File: config.mk
export PLATFORM = sky130hd
export DESIGN_NAME = date_to_unix_seconds
export DESIGN_NICKNAME = d
export VERILOG_FILES = /design/src/rtl/dtus_pkg.sv /design/src/rtl/dtus_front.sv /design/src/rtl/dtus_fifo.sv /design/src/rtl/dtus_back.sv /design/src/rtl/date_to_unix_seconds.sv
export SDC_FILE = /design/constraint.sdc
export NUM_CORES = 1
export LEC_CHECK = 0
export ABC_AREA = 1
export BUFFER_PORTS_ARGS = -buffer_cell sky130_fd_sc_hd__buf_2
export CAP_MARGIN = 40
export CELL_PAD_IN_SITES_DETAIL_PLACEMENT = 0
export CELL_PAD_IN_SITES_GLOBAL_PLACEMENT = 2
export CORE_MARGIN = 1
export CORE_UTILIZATION = 25
export CTS_CLUSTER_DIAMETER = 120
export DETAILED_ROUTE_END_ITERATION = 7
export GPL_TIMING_DRIVEN = 0
export HOLD_SLACK_MARGIN = 0.15
export PLACE_DENSITY_LB_ADDON = 0.1
export SETUP_SLACK_MARGIN = 0.2
export SLEW_MARGIN = 20
export SYNTH_ARGS = -nofsm -noshare
export SYNTH_HDL_FRONTEND = slang
export SYNTH_SLANG_ARGS = --single-unit
File: constraint.sdc
create_clock -name clk_i -period 6 [get_ports clk_i]
set_input_delay 0.3 -clock clk_i [delete_from_list [all_inputs] [get_ports clk_i]]
set_output_delay 0.3 -clock clk_i [all_outputs]
set_load 0.01 [all_outputs]
File: src/rtl/dtus_pkg.sv
// shared types, constants and helper functions for the date to unix seconds block
`default_nettype none

package dtus_pkg;

  localparam int unsigned FifoDepth = 4;
  localparam int unsigned PtrW      = $clog2(FifoDepth);
  localparam int unsigned CntW      = $clog2(FifoDepth + 1);

  localparam int unsigned InDataW  = 40;
  localparam int unsigned OutDataW = 56;

  localparam logic [11:0] YearBase    = 12'd2000;
  localparam logic [15:0] DaysPerYear = 16'd365;
  localparam logic [16:0] SecsPerHour = 17'd3600;
  localparam logic [16:0] SecsPerMin  = 17'd60;
  localparam logic [32:0] SecsPerDay  = 33'd86400;
  localparam logic [31:0] EpochOffset = 32'd946684800;
  localparam logic [16:0] WeekdayBias = 17'd6;

  // day count and seconds of day handed from front to back
  typedef struct packed {
    logic [15:0] day_count;
    logic [16:0] tod;
  } dtus_entry_t;

  // days of all months before the given one, month above twelve counts as december
  function automatic logic [8:0] cum_days(input logic [3:0] month);
    logic [8:0] r;
    unique case (month)
      4'd0, 4'd1: r = 9'd0;
      4'd2:       r = 9'd31;
      4'd3:       r = 9'd59;
      4'd4:       r = 9'd90;
      4'd5:       r = 9'd120;
      4'd6:       r = 9'd151;
      4'd7:       r = 9'd181;
      4'd8:       r = 9'd212;
      4'd9:       r = 9'd243;
      4'd10:      r = 9'd273;
      4'd11:      r = 9'd304;
      default:    r = 9'd334;
    endcase
    return r;
  endfunction

  // remainder by seven through octal digit folding
  function automatic logic [2:0] mod7(input logic [16:0] v);
    logic [5:0] s1;
    logic [3:0] s2;
    logic [2:0] s3;
    s1 = 6'(v[2:0]) + 6'(v[5:3]) + 6'(v[8:6]) + 6'(v[11:9]) + 6'(v[14:12])
       + 6'(v[16:15]);
    s2 = 4'(s1[2:0]) + 4'(s1[5:3]);
    s3 = s2[2:0] + 3'(s2[3]);
    return (s3 == 3'd7) ? 3'd0 : s3;
  endfunction

endpackage

`default_nettype wire

File: src/rtl/dtus_front.sv
// front stage: unpacks the date beat and registers day count and seconds of day
`default_nettype none

module dtus_front
  import dtus_pkg::*;
(
  input  wire logic               clk_i,
  input  wire logic               rst_ni,
  input  wire logic               in_valid_i,
  output logic                    in_ready_o,
  input  wire logic [InDataW-1:0] in_data_i,
  output logic                    out_valid_o,
  input  wire logic               out_ready_i,
  output dtus_entry_t             out_entry_o
);

  logic [11:0] year;
  logic [3:0]  month;
  logic [4:0]  day;
  logic [4:0]  hour;
  logic [5:0]  minute;
  logic [5:0]  second;
  logic [11:0] y;
  logic [12:0] y_plus3;
  logic        leap_day;
  dtus_entry_t entry;

  logic        vld_q, vld_d;
  dtus_entry_t entry_q;

  assign year   = in_data_i[11:0];
  assign month  = in_data_i[15:12];
  assign day    = in_data_i[20:16];
  assign hour   = in_data_i[25:21];
  assign minute = in_data_i[31:26];
  assign second = in_data_i[37:32];

  always_comb begin
    y        = (year >= YearBase) ? (year - YearBase) : year;
    y_plus3  = {1'b0, y} + 13'd3;
    leap_day = (month > 4'd2) && (y[1:0] == 2'b00);
    entry.day_count = 16'(day) + 16'(cum_days(month)) + 16'(leap_day)
                    + 16'(16'(y) * DaysPerYear) + 16'(y_plus3[12:2]) - 16'd1;
    entry.tod = 17'(17'(hour) * SecsPerHour) + 17'(17'(minute) * SecsPerMin)
              + 17'(second);
  end

  assign in_ready_o = !vld_q || out_ready_i;

  always_comb begin
    vld_d = vld_q;
    if (in_ready_o) begin
      vld_d = in_valid_i;
    end
  end

  always_ff @(posedge clk_i or negedge rst_ni) begin
    if (!rst_ni) begin
      vld_q <= 1'b0;
    end else begin
      vld_q <= vld_d;
    end
  end

  always_ff @(posedge clk_i) begin
    if (in_ready_o && in_valid_i) begin
      entry_q <= entry;
    end
  end

  assign out_valid_o = vld_q;
  assign out_entry_o = entry_q;

endmodule

`default_nettype wire

File: src/rtl/dtus_fifo.sv
// short queue between front and back stages
`default_nettype none

module dtus_fifo
  import dtus_pkg::*;
(
  input  wire logic        clk_i,
  input  wire logic        rst_ni,
  input  wire logic        in_valid_i,
  output logic             in_ready_o,
  input  wire dtus_entry_t in_entry_i,
  output logic             out_valid_o,
  input  wire logic        out_ready_i,
  output dtus_entry_t      out_entry_o
);

  dtus_entry_t         mem_q [FifoDepth];
  logic [PtrW-1:0]     wr_ptr_q, wr_ptr_d;
  logic [PtrW-1:0]     rd_ptr_q, rd_ptr_d;
  logic [CntW-1:0]     cnt_q, cnt_d;
  logic                push, pop;

  assign in_ready_o  = (cnt_q != CntW'(FifoDepth));
  assign out_valid_o = (cnt_q != '0);
  assign push        = in_valid_i && in_ready_o;
  assign pop         = out_valid_o && out_ready_i;
  assign out_entry_o = mem_q[rd_ptr_q];

  always_comb begin
    wr_ptr_d = push ? PtrW'(wr_ptr_q + 1'b1) : wr_ptr_q;
    rd_ptr_d = pop  ? PtrW'(rd_ptr_q + 1'b1) : rd_ptr_q;
    cnt_d    = cnt_q;
    if (push && !pop) begin
      cnt_d = cnt_q + 1'b1;
    end else if (pop && !push) begin
      cnt_d = cnt_q - 1'b1;
    end
  end

  always_ff @(posedge clk_i or negedge rst_ni) begin
    if (!rst_ni) begin
      wr_ptr_q <= '0;
      rd_ptr_q <= '0;
      cnt_q    <= '0;
    end else begin
      wr_ptr_q <= wr_ptr_d;
      rd_ptr_q <= rd_ptr_d;
      cnt_q    <= cnt_d;
    end
  end

  always_ff @(posedge clk_i) begin
    if (push) begin
      mem_q[wr_ptr_q] <= in_entry_i;
    end
  end

endmodule

`default_nettype wire

File: src/rtl/dtus_back.sv
// back stage: unix seconds, day count and weekday into the output register
`default_nettype none

module dtus_back
  import dtus_pkg::*;
(
  input  wire logic                clk_i,
  input  wire logic                rst_ni,
  input  wire logic                in_valid_i,
  output logic                     in_ready_o,
  input  wire dtus_entry_t         in_entry_i,
  output logic                     out_valid_o,
  input  wire logic                out_ready_i,
  output logic [OutDataW-1:0]      out_data_o
);

  logic [32:0]         prod;
  logic [31:0]         secs;
  logic [2:0]          weekday;
  logic                vld_q, vld_d;
  logic [OutDataW-1:0] data_q;

  always_comb begin
    prod    = 33'(in_entry_i.day_count) * SecsPerDay;
    secs    = prod[31:0] + 32'(in_entry_i.tod) + EpochOffset;
    weekday = mod7({1'b0, in_entry_i.day_count} + WeekdayBias);
  end

  assign in_ready_o = !vld_q || out_ready_i;

  always_comb begin
    vld_d = vld_q;
    if (in_ready_o) begin
      vld_d = in_valid_i;
    end
  end

  always_ff @(posedge clk_i or negedge rst_ni) begin
    if (!rst_ni) begin
      vld_q <= 1'b0;
    end else begin
      vld_q <= vld_d;
    end
  end

  always_ff @(posedge clk_i) begin
    if (in_ready_o && in_valid_i) begin
      data_q <= {5'd0, weekday, in_entry_i.day_count, secs};
    end
  end

  assign out_valid_o = vld_q;
  assign out_data_o  = data_q;

endmodule

`default_nettype wire

File: src/rtl/date_to_unix_seconds.sv
// top level of the calendar date to unix seconds converter
//
// one beat on the slave stream carries a date and time of day; one beat on
// the master stream returns unix seconds, the day count since 2000-01-01 and
// the weekday for it, in the same order as the inputs
// a beat may be accepted every cycle while the receiver keeps taking results;
// each result passes through the front register, the four-entry queue and
// the output register, in that order, before it shows on m_axis_tvalid
// the back stage carries one 16 by 17 bit constant multiply and the front
// a 12 by 9 bit one beside the hour and minute multiplies, each feeding a register
// a stalled receiver fills the output register and then the queue; the slave
// side keeps taking beats until the queue and the front register are full,
// and the output beat holds steady until taken
// reset clears all valid flags and queue pointers; no beat is lost or repeated
// input fields are not range checked; day count wraps at 16 bits and seconds
// at 32 bits
`default_nettype none

module date_to_unix_seconds
  import dtus_pkg::*;
(
  input  wire logic                clk_i,
  input  wire logic                rst_ni,
  input  wire logic                s_axis_tvalid,
  output logic                     s_axis_tready,
  // year[11:0], month[15:12], day[20:16], hour[25:21], minute[31:26], second[37:32]
  input  wire logic [InDataW-1:0]  s_axis_tdata,
  output logic                     m_axis_tvalid,
  input  wire logic                m_axis_tready,
  // unix_seconds[31:0], day_count[47:32], weekday[50:48]
  output logic [OutDataW-1:0]      m_axis_tdata
);

  logic        front_valid, front_ready;
  dtus_entry_t front_entry;
  logic        fifo_valid, fifo_ready;
  dtus_entry_t fifo_entry;

  dtus_front u_front (
    .clk_i       (clk_i),
    .rst_ni      (rst_ni),
    .in_valid_i  (s_axis_tvalid),
    .in_ready_o  (s_axis_tready),
    .in_data_i   (s_axis_tdata),
    .out_valid_o (front_valid),
    .out_ready_i (front_ready),
    .out_entry_o (front_entry)
  );

  dtus_fifo u_fifo (
    .clk_i       (clk_i),
    .rst_ni      (rst_ni),
    .in_valid_i  (front_valid),
    .in_ready_o  (front_ready),
    .in_entry_i  (front_entry),
    .out_valid_o (fifo_valid),
    .out_ready_i (fifo_ready),
    .out_entry_o (fifo_entry)
  );

  dtus_back u_back (
    .clk_i       (clk_i),
    .rst_ni      (rst_ni),
    .in_valid_i  (fifo_valid),
    .in_ready_o  (fifo_ready),
    .in_entry_i  (fifo_entry),
    .out_valid_o (m_axis_tvalid),
    .out_ready_i (m_axis_tready),
    .out_data_o  (m_axis_tdata)
  );

endmodule

`default_nettype wire

# After elaboration in Yosys (flattened, before gate mapping)
# Memories as Yosys holds them, arrays and structs flattened.
# Index checks and enable logic that the tools add are counted.
[classes]
addsub = 23
n_mul = 4
magnitude_cmp = 2
eq_ne = 2
n_mux = 5
n_reduce_logical = 15
[op_table]
columns = ["op", "n"]
rows = [
  ["$add 32x17->32", 1],
  ["$add 32x30->32 const B", 1],
  ["$mul 16x10->25 const B", 1],
  ["$add 6x3->6", 3],
  ["$add 16x3->17 const B", 1],
  ["$add 17x12->17", 1],
  ["$add 17x6->17", 1],
  ["$add 16x1->16", 1],
  ["$add 16x11->16", 1],
  ["$add 16x16->16", 1],
  ["$mul 12x9->16 const B", 1],
  ["$sub 16x1->16 const B", 1],
  ["$add 12x2->13 const B", 1],
  ["$mul 5x8->13 const B", 1],
  ["$ge 12x11->1 const B", 1],
  ["$mux 12", 1],
  ["$sub 12x11->12 const B", 1],
  ["$add 5x9->10", 1],
  ["$mul 6x4->10 const B", 1],
  ["$add 3x3->4", 2],
  ["$add 6x2->6", 1],
  ["$logic_and 1x1->1", 6],
  ["$mux 3", 2],
  ["$add 2x1->2 const B", 2],
  ["other kinds (12)", 17],
]
[totals]
reg_bits = 93
ramBits = 132
mem_bits_ro = 144
inputBits = 44
out_inout_bits = 58
n_memories = 2
[memory_table]
columns = ["name", "depth", "word_bits", "read_ports", "rd_ports_with_merged_regs", "wr", "line_no", "rtl"]
rows = [
  ["(no name shown)", 16, 9, 1, 0, 0, "dtus_pkg.sv:30", "unique case (month)"],
  ["u_fifo.mem_q", 4, 33, 1, 0, 1, "dtus_fifo.sv:17", "dtus_entry_t mem_q [FifoDepth];"],
]

# Logic depth before layout (Yosys ltp)
# Gate-level depths: netlist (run 1).
# An unclocked memory read counts as a cell.
[logic_depth]
ltp_word = 10
depth_mapped = 41
ltp_nobuf = 38

# Modules after synthesis
# From an unflattened synthesis (run 1), not the netlist that was laid out.
[unflattened]
hier_cells = 1972
hier_area_um2 = 18746.7
[by_module_without_submodules]
columns = ["mod", "n_inst", "cells_per_inst", "area_per_inst_um2", "seq_area_each_um2"]
rows = [
  ["dtus_front", 1, 786, 6577.6, 1016.0],
  ["dtus_back", 1, 742, 6468.7, 1556.5],
  ["dtus_fifo", 1, 444, 5700.5, 4139.0],
]

# Worst setup path after synthesis (run 1)
# OpenSTA, ideal clock, no wires.
[synth_timing]
kind = "register to register"
start = "register u_fifo.rd_ptr_q[0]"
end = "register u_back.data_q[49], in the netlist u_back.out_data_o[49] (data pin)"
setup_time_ns = 0.249
arrival_time_ns = 6.036
required_time_ns = 5.751
setup_slack_ns = -0.285
stages_incl_launch_ff = 27
path_buffers = 4
cell_sequence = "dfrtp_1 -> buf_6 -> buf_4 -> buf_2 -> buf_1 -> nand2_1 -> a32oi_1 -> inv_1 -> ha_1 -> a31o_2 -> xnor2_1 -> fa_1 -> fa_1 -> fa_1 -> fa_1 -> o221ai_1 -> xor2_1 -> ha_1 -> nand3_1 -> nand2_1 -> ha_1 -> ha_1 -> xnor2_1 -> xor2_1 -> nand3b_1 -> nand2_1 -> inv_1"
[synth_lines]
columns = ["element", "line_no", "rtl"]
rows = [
  ["start, declared", "dtus_fifo.sv:19", "logic [PtrW-1:0] rd_ptr_q, rd_ptr_d;"],
  ["start signal, assigned", "dtus_fifo.sv:47", "rd_ptr_q <= rd_ptr_d;"],
  ["end signal, assigned", "dtus_back.sv:48", "data_q <= {5'd0, weekday, in_entry_i.day_count, secs};"],
  ["end, declared", "dtus_back.sv:21", "logic [OutDataW-1:0] data_q;"],
]

==> Implementation_results.wiki, run 1 <==
{| class="wikitable"
! Metric !! Value
|-
| Vias in the first global route || 13417
|-
| Number of cells on the worst reg-to-reg path || 31
|-
| Arrival time at the worst endpoint || approximately 6.3 ns
|-
| Part of the Yosys area used for sequential elements || 37.20%
|-
| Area added between synthesis and finish || 32.18%
|-
| Post-synth cell types || 48
|-
| Die Wd || 270.6 µm
|-
| Gp weighted congestion || 0.7659
|-
| Highest routed metal layer || met4
|-
| Latest clock arrival within the worst-skew pair || approximately 0.59 ns
|-
| Max Root-Sink Buffers || 3
|-
| Worst-path clk slew || roughly 0.06 ns
|-
| Met1 Routed Length || a little over 20000 µm
|-
| Vias per cell || 4.117
|-
| Final number of hold-violating endpoints || 0
|-
| Final min period || 5.930 ns
|-
| Clock sink count || 225
|-
| Final number of setup-violating endpoints || 0
|-
| Max-slew violation count || 0
|-
| TritonCTS clock tree || done
|-
| Initial Util || 25.24%
|-
| Final #Nets || 2488
|-
| Slowest stage cell on the critical path || sky130_fd_sc_hd__fa_2
|-
| Crit Reg-Reg Startpoint || u_fifo.rd_ptr_q[1]$_DFFE_PN0P_
|-
| Result of the run || completed
|-
| Required time worst endpoint || 6.35 ns
|-
| Maximum clock frequency || 0.1686 GHz
|-
| Met2 routed WL || 24330 µm
|-
| Max transition margin || 46.59%
|-
| Placement row count || between 90 and 100
|-
| Post-detailed-route wirelength per cell || approximately 15 µm
|-
| Class of the worst hold path || in -> reg
|-
| Launching element of the worst setup path || u_fifo.rd_ptr_q[1]$_DFFE_PN0P_
|-
| Initial antenna violation count || 1
|-
| Global router's overall resource usage || 12.70%
|-
| Port Buffers || 94
|-
| Number of standard cells after synthesis || 1803
|-
| Flip-flop and latch count after synthesis || ~230
|-
| Kind of start point of the critical path || register
|-
| Top-level I/O count || 102
|-
| H-tree depth || 1
|-
| Layout Skew || 0.04262 ns
|-
| RSZ-0062 raised after global routing || yes
|-
| First-pass GRT wire length || around 73000 µm
|-
| Floorplan core area || 71490 µm²
|-
| Drt first pass iters || 4
|-
| Total via count after detailed routing || approximately 13000
|-
| Terminus of the critical flop-to-flop path || u_back.out_data_o[31]$_DFFE_PP_
|-
| Cell area after technology mapping || around 18000 µm²
|-
| Clock root buffer master || sky130_fd_sc_hd__clkbuf_16
|-
| Syn. warnings || 0
|-
| Clock buffers created by TritonCTS || 28
|-
| Post-route setup slack || 0.06968 ns
|-
| MaxCap Viol Count || 0
|-
| Endpoint kind of the worst setup timing path || register
|-
| Half-perimeter wire length after detailed placement || roughly 37000 µm
|-
| DR iter-0 viols || ~380
|-
| Setup crit end || u_back.out_data_o[31]$_DFFE_PP_
|-
| Layout cells sized above 1 || a little over a quarter
|-
| Remaining antenna violation count after routing || 0
|-
| Wire length on met3 || 1026 µm
|-
| Transition at the pin with the smallest max-transition slack || 0.8011 ns
|-
| Pre-CTS worst setup slack || -1.055 ns
|-
| Setup Crit Path Kind || reg -> reg
|-
| Ratio of final minimum period to clock period || 98.84%
|-
| Critical path fanouts, max || 5
|-
| Total overflow reported by the global router || 0
|-
| Detailed Route WL || 46530 µm
|-
| Area of the die || 73240 µm²
|-
| Reg2Reg Setup Slack || between 0.06 and 0.07 ns
|-
| Mean Syn Cell Area || roughly 10 µm²
|-
| Final total negative setup slack || 0 ns
|-
| DRC || 0
|-
| Number of antenna diodes || 0
|-
| Critical path's largest stage delay || 0.55 ns
|-
| Maximum number of pins on one net before global-route repair || 34
|-
| Vertical extent of the die || 270.6 µm
|}
==> cell families (layout without fill, tap and decap cells) <==
family | Yosys count | in the layout | synth area share, %
mux | 1 | 1 | 0.06242
flops | 225 | 225 | 37.20
buf+inv | 385 | 684 | 8.365
xor+xnor | 128 | 128 | 6.214
other cells | 1 | 6 | 0.02079
fa+ha+maj | 359 | 359 | 29.81
compound gates | 200 | 200 | 6.554
simple gates | 504 | 504 | 11.77
==> cell usage after synthesis, drive strengths merged <==
cell type	instances	area [µm²]
o211ai	3	22.52
and2	3	18.77
nor3b	1	7.510
a31oi	3	18.77
a21oi	86	430.4
o31ai	3	22.52
xnor2	47	411.6
nand3	69	345.3
edfxtp	216	6486
dfrtp	9	225.2
nand3b	9	67.56
a21boi	2	15.01
fa	118	2362
o21bai	3	22.52
a21o	6	45.04
a211oi	3	22.52
o221ai	1	8.760
or2	2	12.51
mux2	1	11.26
o2111ai	1	8.760
o21ai	59	295.3
a32oi	8	100.1
a32o	5	50.05
clkbuf	10	37.54
buf	16	118.9
xor2	81	709.4
o21a	2	15.01
nor2	109	429.2
ha	241	3015
o22ai	13	87.58
conb	1	3.750
nand4	15	112.6
a31o	2	17.52
nand2	289	1095
nor3	7	35.03
inv	359	1353
==> repair_timing <==
item	CTS	global route
pin swaps	88	118
hold buffers	8	0
setup buffers	81	50
resized for setup	216	122
setup endpoints to repair	26	22
gates cloned	1	0
hold endpoints to repair	14	0
==> worst min-delay path by stage <==
stage,start,end,slack [ns],depth (start not counted)
global placement,rst_ni,u_front.out_valid_o$_DFFE_PN0N_,0.20,1
global route,s_axis_tdata[35],u_front.out_entry_o[3]$_DFFE_PP_,0.22,3
CTS,s_axis_tdata[35],u_front.out_entry_o[3]$_DFFE_PP_,0.19,3
detailed placement,rst_ni,u_fifo.cnt_q[2]$_DFFE_PN0P_,0.20,1
finish,s_axis_tdata[35],u_front.out_entry_o[3]$_DFFE_PP_,0.22,3
floorplan,rst_ni,u_back.out_valid_o$_DFFE_PN0P_,0.004,0
==> routing by layer <==
layer	track usage [%]	vias to the layer above
met2	23.93	112
met4	2.349	0
met1	15.52	5982
met3	1.349	39
met5	0	-
li1	-	6453
==> state kept, by name (all words and copies together), names as in the netlist <==
register             count
u_back.out_data_o       51
u_fifo.wr_ptr_q          2
u_fifo.mem_q           132
u_front.out_valid_o      1
u_fifo.cnt_q             3
u_front.out_entry_o     33
u_fifo.rd_ptr_q          2
u_back.out_valid_o       1
==> worst max-delay path, delay by kind of cell (launching register included) <==
family                   cells  cell delay (ns)
flip-flops                   1             0.42
AO/OA/AOI/OAI                2             0.30
AND/OR/NAND/NOR             12             1.37
XOR/XNOR                     1             0.16
adder cells (fa/ha/maj)      7             2.55
buffers and inverters        9             0.90
==> cell usage in the layout, fill, tap and decap left out, types with 13 or more instances in the layout <==
cell type | synthesis | final
sky130_fd_sc_hd__nor2_2 | 5 | 15
sky130_fd_sc_hd__a21oi_2 | 0 | 15
sky130_fd_sc_hd__nor2_1 | 103 | 76
sky130_fd_sc_hd__nand2_2 | 4 | 36
sky130_fd_sc_hd__edfxtp_1 | 216 | 216
sky130_fd_sc_hd__inv_2 | 8 | 38
sky130_fd_sc_hd__clkbuf_16 | 0 | 31
sky130_fd_sc_hd__nor2_4 | 1 | 18
sky130_fd_sc_hd__ha_1 | 241 | 191
sky130_fd_sc_hd__buf_4 | 9 | 120
sky130_fd_sc_hd__o21ai_0 | 58 | 53
sky130_fd_sc_hd__buf_6 | 3 | 14
sky130_fd_sc_hd__fa_1 | 118 | 112
sky130_fd_sc_hd__a21oi_1 | 86 | 64
sky130_fd_sc_hd__xor2_1 | 81 | 71
sky130_fd_sc_hd__ha_4 | 0 | 39
sky130_fd_sc_hd__buf_12 | 0 | 13
sky130_fd_sc_hd__nand2_4 | 0 | 13
sky130_fd_sc_hd__xnor2_1 | 47 | 40
sky130_fd_sc_hd__nand2_1 | 285 | 240
sky130_fd_sc_hd__nand3_1 | 69 | 54
sky130_fd_sc_hd__inv_1 | 350 | 309
sky130_fd_sc_hd__buf_2 | 2 | 92
==> per-stage QoR <==
step | std cells | hold WS, ns | util, % | instance area [µm²]
after floorplan | 1808 | 0.004409 | - | 18160
after global placement | 2852 | 0.1969 | 27.72 | 19820
after detailed placement | 2865 | 0.1951 | 28.18 | 20150
after CTS | 3007 | 0.1868 | 32.00 | 22880
after global routing | 3057 | 0.2175 | 33.36 | 23850
final | 3057 | 0.2217 | 33.36 | 23850
==> final cells by class <==
type / count / area, µm²
Inverter: 359 / 1394
Multi-Input combinational cell: 1198 / 11290
Timing Repair inverter: 1 / 6.256
Timing Repair Buffer: 246 / 1983
Buffer: 26 / 276.5
Clock inverter: 23 / 285.3
Tap cell: 950 / 1189
Clock buffer: 29 / 704.4
Fill cell: 7407 / 47640
Sequential cell: 225 / 6713
Power of run 1 is not shown: default switching activity piles up to over one toggle a cycle in this logic, so the estimate is an artifact.
==> inputs of run 2 (changes only) <==
--- a/config.mk
+++ b/config.mk
@@ -12,11 +12,12 @@
 export CELL_PAD_IN_SITES_GLOBAL_PLACEMENT = 2
 export CORE_MARGIN = 1
 export CORE_UTILIZATION = 25
+export CTS_BUF_LIST = sky130_fd_sc_hd__clkbuf_16
 export CTS_CLUSTER_DIAMETER = 120
 export DETAILED_ROUTE_END_ITERATION = 7
 export GPL_TIMING_DRIVEN = 0
 export HOLD_SLACK_MARGIN = 0.15
-export PLACE_DENSITY_LB_ADDON = 0.1
+export PLACE_DENSITY = 0.64
 export SETUP_SLACK_MARGIN = 0.2
 export SLEW_MARGIN = 20
 export SYNTH_ARGS = -nofsm -noshare
==> run 2 against run 1 <==
Net effect:
- non-clock buffer count down 24
- sequential share of layout area up 1.0 points
- routed wire length down 8.2%
- count of clock-buffer cells in the layout down 4
- critical endpoint is now u_back.out_data_o[49]$_SDFFCE_PN0P_
- largest cell class unchanged
- cell area down 3.6%
- first-iteration DRC count up 12%
- core utilization down 1.2 points
- maximum frequency down 1.1%
- via count down 1.0%
- global-route usage down 1.1 points
- sequential cell count unchanged
- cell count down 1.1%
==> Implementation_results.wiki, run 2 (synthesis results as in run 1) <==
{| class="wikitable"
! Metric !! Value
|-
| Result of the run || completed
|-
| Total via count after detailed routing || 12457
|-
| Kind of start point of the critical path || register
|-
| Area of the multi-input gates || 10920 µm²
|-
| Endpoint kind of the worst setup timing path || register
|-
| DRC || 0
|-
| Class of the worst hold path || in -> reg
|-
| Post-route setup slack || 0.002284 ns
|-
| RSZ-0062 raised after global routing || yes
|-
| Remaining antenna violation count after routing || 0
|-
| Global router's overall resource usage || 11.61%
|-
| Register with the highest flop count || u_fifo.mem_q
|-
| Slowest stage cell on the critical path || sky130_fd_sc_hd__fa_1
|-
| Layout cells sized above 1 || 23.59%
|-
| Clock sink count || 225
|-
| Initial Util || 25.24%
|-
| DR iter-0 viols || 425
|-
| Arrival time at the worst endpoint || roughly 6.3 ns
|-
| Area of the die || 73240 µm²
|-
| Max-slew violation count || 0
|-
| Post-Layout Inst Area || between 20000 and 25000 µm²
|-
| Clock root buffer master || sky130_fd_sc_hd__clkbuf_16
|-
| Die Wd || 270.6 µm
|-
| Post-detailed-route wirelength per cell || around 14 µm
|-
| Gp weighted congestion || 0.8104
|-
| Top Family by Delay on Critical Path || adder cells
|-
| Half-perimeter wire length after detailed placement || 33580 µm
|-
| Maximum clock frequency || ~0.17 GHz
|-
| Critical path's largest stage delay || 0.54 ns
|-
| Vias per cell || 4.119
|-
| Worst-path clk slew || 0.06 ns
|-
| Number of cells on the worst reg-to-reg path || 27
|-
| Transition at the pin with the smallest max-transition slack || 0.7110 ns
|-
| Port Buffers || 94
|-
| Area taken by flip-flops and latches || roughly 6700 µm²
|-
| Critical path fanouts, max || 6
|-
| Floorplan core area || 71490 µm²
|-
| Vertical extent of the die || 270.6 µm
|-
| Final number of setup-violating endpoints || 0
|-
| Placement row count || 98
|-
| Total overflow reported by the global router || 0
|-
| Cell area after placement || around 20000 µm²
|-
| Layout Skew || 0.02480 ns
|-
| Maximum number of pins on one net before global-route repair || 34
|-
| Drt first pass iters || 4
|-
| MaxCap Viol Count || 0
|-
| Number of flip-flops in the largest register || 132
|-
| Hold path cells || 2
|-
| Clock buffers created by TritonCTS || 25
|-
| Layout filler cell count || 7353
|-
| Critical path depth || 27
|-
| TritonCTS clock tree || done
|-
| Final #Nets || 2460
|-
| Detailed Route WL || 42720 µm
|-
| Commonest cells after routing, fill and taps aside || sky130_fd_sc_hd__inv_1, sky130_fd_sc_hd__nand2_1, sky130_fd_sc_hd__edfxtp_1, sky130_fd_sc_hd__ha_1, sky130_fd_sc_hd__fa_1
|-
| H-tree depth || 1
|-
| Setup Crit Path Kind || reg -> reg
|-
| Vias in the first global route || 12898
|-
| Required time worst endpoint || 6.30 ns
|-
| Commonest non-fill, non-tap cell in the layout || sky130_fd_sc_hd__inv_1
|-
| Count of buffering cells on the critical path with inverters included || 9
|-
| Final min period || about 6.0 ns
|-
| First-pass GRT wire length || 68360 µm
|-
| Max Root-Sink Buffers || 3
|-
| Initial antenna violation count || 1
|-
| Area added between synthesis and finish || 27.45%
|-
| Pre-CTS worst setup slack || -1.305 ns
|-
| Latest clock arrival within the worst-skew pair || roughly 0.54 ns
|-
| Top-level I/O count || 102
|-
| Ratio of final minimum period to clock period || ~100%
|-
| Final number of hold-violating endpoints || 0
|-
| Max transition margin || 52.60%
|}
## run 2: cell count changes in the layout (fill, tap and decap cells not counted), sizes merged, moves of 2 or more
cell      change
clkinvlp      +2
inv           +3
buf          -22
clkbuf        -5
clkinv       -11
## run 2: worst reg2reg max path, delay by kind of cell, from the launching register on
family,cells,cell delay (ns)
adder cells (fa/ha/maj),7,2.46
XOR/XNOR,5,0.77
flip-flops,1,0.44
AO/OA/AOI/OAI,3,0.79
buffers and inverters,9,0.95
AND/OR/NAND/NOR,3,0.35
## run 2: repair_timing
action | in CTS | in global routing
hold endpoints to repair | 14 | 0
resized for setup | 127 | 116
endpoints found under the setup margin | 27 | 21
pin swaps | 48 | 76
cloned | 0 | 0
setup buffers | 69 | 43
hold buffers | 7 | 0
## run 2: layout make-up
type	instances	area share, %
antenna	1	0.01088
buffer	26	1.197
clock buffer	25	2.721
clock inverter	18	0.9904
inverter	359	6.013
multi-input combinational	1198	47.48
sequential	225	29.20
tap	950	5.170
timing repair buffer	222	7.227
## run 2: per-stage QoR
step / hold slack (ns) / util [%] / TNS (ns) / instances
after floorplan: 0.004409 / - / 0 / 1808
after global placement: 0.1805 / 27.72 / -23.10 / 2852
after detailed placement: 0.1812 / 28.07 / -22.57 / 2861
after CTS: 0.1596 / 31.06 / 0 / 2980
after global routing: 0.1925 / 32.16 / -1.492 / 3023
final: 0.1648 / 32.16 / 0 / 3024
## run 2: path summary, 6_finish.rpt
kind                       slack, ns                         startpoint                             endpoint
max                            0.002     u_fifo.rd_ptr_q[1]$_DFFE_PN0P_  u_back.out_data_o[49]$_SDFFCE_PN0P_
min                             0.16                   s_axis_tdata[26]     u_front.out_entry_o[2]$_DFFE_PP_
max reg2reg                    0.002     u_fifo.rd_ptr_q[1]$_DFFE_PN0P_  u_back.out_data_o[49]$_SDFFCE_PN0P_
min reg2reg                     0.49  u_front.out_entry_o[30]$_DFFE_PP_        u_fifo.mem_q[3][30]$_DFFE_PP_
max in group asynchronous       4.86                             rst_ni       u_fifo.rd_ptr_q[1]$_DFFE_PN0P_
min in group asynchronous       0.78                             rst_ni       u_fifo.wr_ptr_q[1]$_DFFE_PN0P_
## run 2: routing by layer
| layer | routed length [µm] | up-vias | track usage, % |
|---|---|---|---|
| li1 | - | 6378 | - |
| met1 | 19730 | 5889 | 14.94 |
| met2 | 21210 | 145 | 20.95 |
| met3 | 1291 | 43 | 1.553 |
| met4 | 479 | 2 | 1.606 |
| met5 | 10 | - | 0 |
Power of run 2 is left out for the same reason.
